--- src/rtl/core/assert_macros.svh ---
// Assertion macros shared by the bloom filter set RTL.
// Each macro expands to one labeled concurrent assertion clocked by clk and
// disabled while rst_n is low; the using module must provide both signals.
`ifndef ASSERT_MACROS_SVH
`define ASSERT_MACROS_SVH

// Same-cycle implication: whenever ante holds, cons must hold too.
`define ASSERT_IMPL(label, ante, cons) \
  label: assert property (@(posedge clk) disable iff (!rst_n) (ante) |-> (cons)) \
    else $error("same-cycle check failed");

// Next-cycle implication: whenever ante holds, cons must hold in the following cycle.
`define ASSERT_NEXT(label, ante, cons) \
  label: assert property (@(posedge clk) disable iff (!rst_n) (ante) |=> (cons)) \
    else $error("next-cycle check failed");

`endif

--- src/rtl/core/bfs_pkg.sv ---
// Package for the bloom filter set unit: opcodes, hash constants, FSM and
// sequencer types, and the control/status structs of the probe engine.
// No dependencies.
`default_nettype none

package bfs_pkg;

  typedef enum logic [1:0] {
    OP_ADD   = 2'd0,
    OP_QUERY = 2'd1,
    OP_CLEAR = 2'd2
  } opcode_t;

  typedef enum logic [1:0] {
    ST_CLEAR,
    ST_IDLE,
    ST_HASH,
    ST_PROBE
  } bfs_state_t;

  // Steps of the shared-multiplier hash sequencer.
  typedef enum logic [3:0] {
    HS_M1_LL,
    HS_M1_LH,
    HS_M1_HL,
    HS_M2_LL,
    HS_M2_LH,
    HS_M2_HL,
    HS_Q1,
    HS_R1,
    HS_Q2,
    HS_R2
  } hash_step_t;

  localparam logic [63:0] FMIX_C1    = 64'hff51afd7ed558ccd;
  localparam logic [63:0] FMIX_C2    = 64'hc4ceb9fe1a85ec53;
  localparam int unsigned FMIX_SHIFT = 33;

  localparam int unsigned ROW_W = 64;
  localparam int unsigned BIT_W = 6;

  localparam int unsigned NH_W    = 5;
  localparam int unsigned PADDR_W = 2;
  localparam int unsigned PDATA_W = 32;

  localparam logic [PADDR_W-1:0] REG_NUM_HASHES = '0;
  localparam logic [NH_W-1:0]    NUM_HASHES_RST = 5'd2;

  typedef struct packed {
    logic            go_probe;
    logic            go_clear;
    logic            is_add;
    logic [NH_W-1:0] count;
  } prb_ctrl_t;

  typedef struct packed {
    logic done;
    logic hit;
  } prb_stat_t;

endpackage

`default_nettype wire

--- src/rtl/core/bfs_hash.sv ---
// Key scrambler and modulo reduction for the bloom filter set unit.
// Runs the 64-bit finalizer and both residues on one shared 32x32 multiplier.
// Depends on bfs_pkg.
`default_nettype none

module bfs_hash #(
  parameter int unsigned STORE_BYTES = 16384,
  localparam int unsigned STORE_BITS = STORE_BYTES * 8,
  localparam int unsigned IDX_W = $clog2(STORE_BITS)
) (
  input  wire logic             clk,
  input  wire logic             rst_n,
  input  wire logic             go,
  input  wire logic [63:0]      key_hash,
  output logic                  done,
  output logic [IDX_W-1:0]      base,
  output logic [IDX_W-1:0]      step
);

  localparam logic [63:0] RECIP64 = 64'h1_0000_0000 / 64'(STORE_BITS);
  localparam logic [31:0] RECIP   = RECIP64[31:0];
  localparam logic [31:0] M32     = 32'(STORE_BITS);

  bfs_pkg::hash_step_t step_r, step_nxt;
  logic               busy_r, busy_nxt;
  logic               done_r, done_nxt;
  logic [63:0]        x_r, x_nxt;
  logic [63:0]        acc_r, acc_nxt;
  logic [31:0]        q_r, q_nxt;
  logic [IDX_W-1:0]   base_r, base_nxt;
  logic [IDX_W-1:0]   step_mod_r, step_mod_nxt;

  logic [31:0] op_a, op_b;
  logic [63:0] prod;
  logic [63:0] mix;
  logic [31:0] raw, red;

  assign prod = op_a * op_b;
  assign mix  = acc_r + {prod[31:0], 32'd0};
  // The quotient estimate is low by at most one, so one correction suffices.
  assign raw  = ((step_r == bfs_pkg::HS_R1) ? x_r[31:0] : x_r[63:32]) - prod[31:0];
  assign red  = (raw >= M32) ? (raw - M32) : raw;

  always_comb begin
    op_a         = x_r[31:0];
    op_b         = bfs_pkg::FMIX_C1[31:0];
    step_nxt     = step_r;
    busy_nxt     = busy_r;
    done_nxt     = 1'b0;
    x_nxt        = x_r;
    acc_nxt      = acc_r;
    q_nxt        = q_r;
    base_nxt     = base_r;
    step_mod_nxt = step_mod_r;
    if (go) begin
      x_nxt    = key_hash ^ (key_hash >> bfs_pkg::FMIX_SHIFT);
      busy_nxt = 1'b1;
      step_nxt = bfs_pkg::HS_M1_LL;
    end else if (busy_r) begin
      case (step_r)
        bfs_pkg::HS_M1_LL: begin
          op_b     = bfs_pkg::FMIX_C1[31:0];
          acc_nxt  = prod;
          step_nxt = bfs_pkg::HS_M1_LH;
        end
        bfs_pkg::HS_M1_LH: begin
          op_b     = bfs_pkg::FMIX_C1[63:32];
          acc_nxt  = {acc_r[63:32] + prod[31:0], acc_r[31:0]};
          step_nxt = bfs_pkg::HS_M1_HL;
        end
        bfs_pkg::HS_M1_HL: begin
          op_a     = x_r[63:32];
          op_b     = bfs_pkg::FMIX_C1[31:0];
          x_nxt    = mix ^ (mix >> bfs_pkg::FMIX_SHIFT);
          step_nxt = bfs_pkg::HS_M2_LL;
        end
        bfs_pkg::HS_M2_LL: begin
          op_b     = bfs_pkg::FMIX_C2[31:0];
          acc_nxt  = prod;
          step_nxt = bfs_pkg::HS_M2_LH;
        end
        bfs_pkg::HS_M2_LH: begin
          op_b     = bfs_pkg::FMIX_C2[63:32];
          acc_nxt  = {acc_r[63:32] + prod[31:0], acc_r[31:0]};
          step_nxt = bfs_pkg::HS_M2_HL;
        end
        bfs_pkg::HS_M2_HL: begin
          op_a     = x_r[63:32];
          op_b     = bfs_pkg::FMIX_C2[31:0];
          x_nxt    = mix ^ (mix >> bfs_pkg::FMIX_SHIFT);
          step_nxt = bfs_pkg::HS_Q1;
        end
        bfs_pkg::HS_Q1: begin
          op_b     = RECIP;
          q_nxt    = prod[63:32];
          step_nxt = bfs_pkg::HS_R1;
        end
        bfs_pkg::HS_R1: begin
          op_a     = q_r;
          op_b     = M32;
          base_nxt = red[IDX_W-1:0];
          step_nxt = bfs_pkg::HS_Q2;
        end
        bfs_pkg::HS_Q2: begin
          op_a     = x_r[63:32];
          op_b     = RECIP;
          q_nxt    = prod[63:32];
          step_nxt = bfs_pkg::HS_R2;
        end
        bfs_pkg::HS_R2: begin
          op_a         = q_r;
          op_b         = M32;
          step_mod_nxt = red[IDX_W-1:0];
          busy_nxt     = 1'b0;
          done_nxt     = 1'b1;
          step_nxt     = bfs_pkg::HS_M1_LL;
        end
        default: begin
          busy_nxt = 1'b0;
          step_nxt = bfs_pkg::HS_M1_LL;
        end
      endcase
    end
  end

  always_ff @(posedge clk) begin
    if (!rst_n) begin
      busy_r <= 1'b0;
      done_r <= 1'b0;
      step_r <= bfs_pkg::HS_M1_LL;
    end else begin
      busy_r <= busy_nxt;
      done_r <= done_nxt;
      step_r <= step_nxt;
    end
  end

  always_ff @(posedge clk) begin
    x_r        <= x_nxt;
    acc_r      <= acc_nxt;
    q_r        <= q_nxt;
    base_r     <= base_nxt;
    step_mod_r <= step_mod_nxt;
  end

  assign done = done_r;
  assign base = base_r;
  assign step = step_mod_r;

endmodule

`default_nettype wire

--- config.mk ---
export PLATFORM = sky130hd
export DESIGN_NAME = bfs_hash
export DESIGN_NICKNAME = d
export VERILOG_FILES = /design/src/rtl/core/assert_macros.svh /design/src/rtl/core/bfs_pkg.sv /design/src/rtl/core/bfs_hash.sv
export SDC_FILE = /design/constraint.sdc
export NUM_CORES = 2
export LEC_CHECK = 0
export ABC_CLOCK_PERIOD_IN_PS = 14800
export BUFFER_PORTS_ARGS = -buffer_cell sky130_fd_sc_hd__buf_2
export CAP_MARGIN = 25
export CORE_MARGIN = 2
export CORE_UTILIZATION = 60
export CTS_CLUSTER_DIAMETER = 150
export DETAILED_ROUTE_END_ITERATION = 10
export GPL_TIMING_DRIVEN = 0
export PLACE_DENSITY = 0.77
export SLEW_MARGIN = 20
export SYNTH_ARGS = -nofsm -noshare
export SYNTH_HDL_FRONTEND = slang
export SYNTH_SLANG_ARGS = --single-unit
--- constraint.sdc ---
create_clock -name clk -period 14.8 [get_ports clk]
set_input_delay 2.96 -clock clk [delete_from_list [all_inputs] [get_ports clk]]
set_output_delay 2.96 -clock clk [all_outputs]
set_load 0.1 [all_outputs]
==> metrics <==
CP Capture Type=flop; # fillers=5,644; Clk Latency, worst-skew pair=0.46 ns; number of library cell types mapped by synthesis=68; critical path launch point=go; routability congestion estimate=1.112; number of port buffers=101; Avg Inst Size Synth=9.715 um^2; Clk pin slew, worst setup/hold paths=0.08 ns; Min-Delay Startpoint=busy_r; Die Wd=265.2 um; Num CTS Buffers=17; yosys warns=0; Vias=32,070; Max Clock Skew=0.01605 ns; wire length per cell=27.77 um; minimum clock period=14.39 ns; GRT Total Usage=42.60%; Main synth FF type=edfxtp_1; vias in the first global route=32,730; Synth area leader=fa_1; I/O pins=102; final hold vios=0; synth-to-layout area growth=6.356%; row count=95; Achievable Freq=69.51 MHz; global-route wire length before repair=212,500 um; final setup fails=0; Simple-Gate Fraction of Synth Area=8.806%; area of the mapped netlist=0.04095 mm^2; final cell count without fillers=5,251; largest net degree at the start of global routing=28; fraction of layout instances using a drive strength above 1=5.507%; H-Tree Depth=4; initial antenna violation count=2; Post-Syn Instances=4,215; Setup crit start kind=input port; critical path type=in -> reg; Max FO, Critical Path=10; CP arrival=14.56 ns; flop2flop setup slack=1.81 ns; CTS tree=built; CP max-delay cell=xnor2_1; Post-synth EDFFs=194; initial DRC count=4,111; Post-CTS Setup Bufs=0; slew margin rel.=25.09%; DR pass1 iterations=7; Post-DP HPWL=128,200 um; Core Area=0.06740 mm^2; post-synthesis compound-gate area fraction=8.586%; DRC Markers=0; CP Data Required Time=14.97 ns; clk sinks=200; Pins Over Slew Limit=0; CTS root buf=clkbuf_16; number of synthesized register bits=200; DRT Wirelength=145,800 um; Starting Density=60.76%; Vert. Die Dim=265.2 um; full die area=0.07035 mm^2; Worst Max-Slew Pin Slew=1.124 ns; drt via density=6.107; Synth Net Count=5,488; CTS Hold Bufs=0; Tcrit/Tclk final=97.21%; mux cell area share after synthesis=1.033%; share of the synthesized area in the top cell type=42.19%; max_cap viols=0; Critical Path Most Common Cell=fa_1; crit-path max cell delay=0.62 ns; largest cells by area after synthesis=fa_1 42%, edfxtp_1 14%, ha_1 10%; Synth Area in Adders=52.67%; fraction of registers with async set/reset=0%; Worst R2R Start=step_r[0]; largest family of logic cells by synthesized area=adder cells; Total Nets Final=5,636; xor and xnor area share after synthesis=3.792%; HP Class=reg -> reg; sequential share of the synthesized area=14.52%; clock buffer depth=2; GRT Residual Overflow=0; dpl cells=5,212; antenna-violating nets left=0; status=finished, final reports clean
[critical path: cells and delay by family]
family,cells,cell delay (ns)
simple gates,8,1.60
fa+ha+maj,10,4.60
xor+xnor,3,1.00
buf+inv,12,2.40
compound gates,8,1.95
[path summary, 6_finish.rpt]
kind	end	depth (start not counted)
worst max-delay path	x_r[28]	41
worst min-delay path	step_r[3]	2
worst max register to register	acc_r[63]	41
worst min register to register	step_r[3]	2
[cell usage after synthesis, types with 11 or more instances]
library cell / count
inv_1: 1009
fa_1: 863
nand2_1: 403
ha_1: 343
nor2_1: 315
edfxtp_1: 194
a21oi_1: 190
o21ai_0: 148
clkbuf_1: 131
xnor2_1: 87
xor2_1: 85
a21o_1: 72
a22oi_1: 34
mux2_2: 33
and2_1: 26
nand4_1: 24
o21bai_1: 23
nand3_1: 21
nor3_1: 20
o21a_1: 18
o21ai_1: 15
a31oi_1: 14
nand2b_1: 11
[cell usage in the layout (no fill, tap or decap), types with 5 or more instances in the layout]
cell type	instances
a22oi_1	34
and2_1	26
nand2_1	403
buf_4	9
a31oi_1	14
nor2b_1	9
a221oi_1	5
edfxtp_1	194
or3_1	5
inv_1	1009
o2111ai_1	5
buf_6	10
nor2_1	310
a211oi_1	10
a21oi_1	181
nand3_1	20
xor2_1	85
fa_1	863
a21o_1	72
o21ai_0	144
ha_1	343
o21bai_1	23
clkbuf_16	17
buf_2	109
o31ai_1	5
nand4_1	24
o21a_1	18
and3_1	8
nor3_1	19
o21ai_1	18
nor2_2	5
nand2b_1	11
clkbuf_2	6
dfxtp_1	6
buf_1	8
xnor2_1	87
a21oi_2	9
mux2_2	33
clkbuf_1	124
inv_8	6
[state kept, by name, indices dropped and copies added, names as in the netlist]
register	cells
done	1
base	17
busy_r	1
q_r	32
acc_r	64
x_r	64
step	17
step_r	4
[final cells by class]
cell class	instances	area (um^2)	area share, %
clock buffer	17	425.4	0.9768
inverter	1011	3795	8.714
buffer	142	545.5	1.253
multi-input combinational	2861	30770	70.65
antenna	2	5.005	0.01149
clock inverter	15	176.4	0.4051
sequential	200	5946	13.65
timing repair buffer	130	798.3	1.833
tap	873	1092	2.508
[layer usage]
| metal | up-vias | GRT usage [%] | routed length (um) |
|---|---|---|---|
| met5 | - | 0 | 12 |
| met3 | 504 | 10.81 | 17610 |
| met2 | 2280 | 64.54 | 64100 |
| met1 | 15980 | 55.52 | 52690 |
| met4 | 2 | 26.22 | 11400 |
| li1 | 13310 | - | - |
[repair_timing]
action,CTS,global route
setup endpoints to repair,0,32
hold endpoints to repair,0,0
gates resized for setup,0,26
[kinds of logic (layout without fill, tap and decap cells)]
| group | after synthesis | after routing |
|---|---|---|
| other | 0 | 2 |
| buffers and inverters | 1154 | 1315 |
| adders and majority gates | 1206 | 1206 |
| AOI/OAI and AO/OA | 576 | 576 |
| muxes | 38 | 38 |
| xor gates and xnor gates | 174 | 174 |
| and+or+nand+nor | 867 | 867 |
| DFF | 200 | 200 |
[through the flow]
step | util, % | setup WS, ns | setup TNS (ns) | hold WS (ns) | instance area, um^2
after floorplan | - | 2.578 | 0 | 0.4856 | 40950
after global placement | 63.13 | -0.4473 | -3.571 | 0.5193 | 42550
after detailed placement | 63.56 | -0.3730 | -1.740 | 0.5228 | 42840
after CTS | 64.46 | 0.05094 | 0 | 0.5333 | 43440
after global routing | 64.61 | -0.003961 | -0.003961 | 0.5527 | 43550
final | 64.62 | 0.4127 | 0 | 0.5472 | 43550
Power is not shown: default switching activity piles up to over one toggle a cycle in this logic, so the estimate is an artifact.
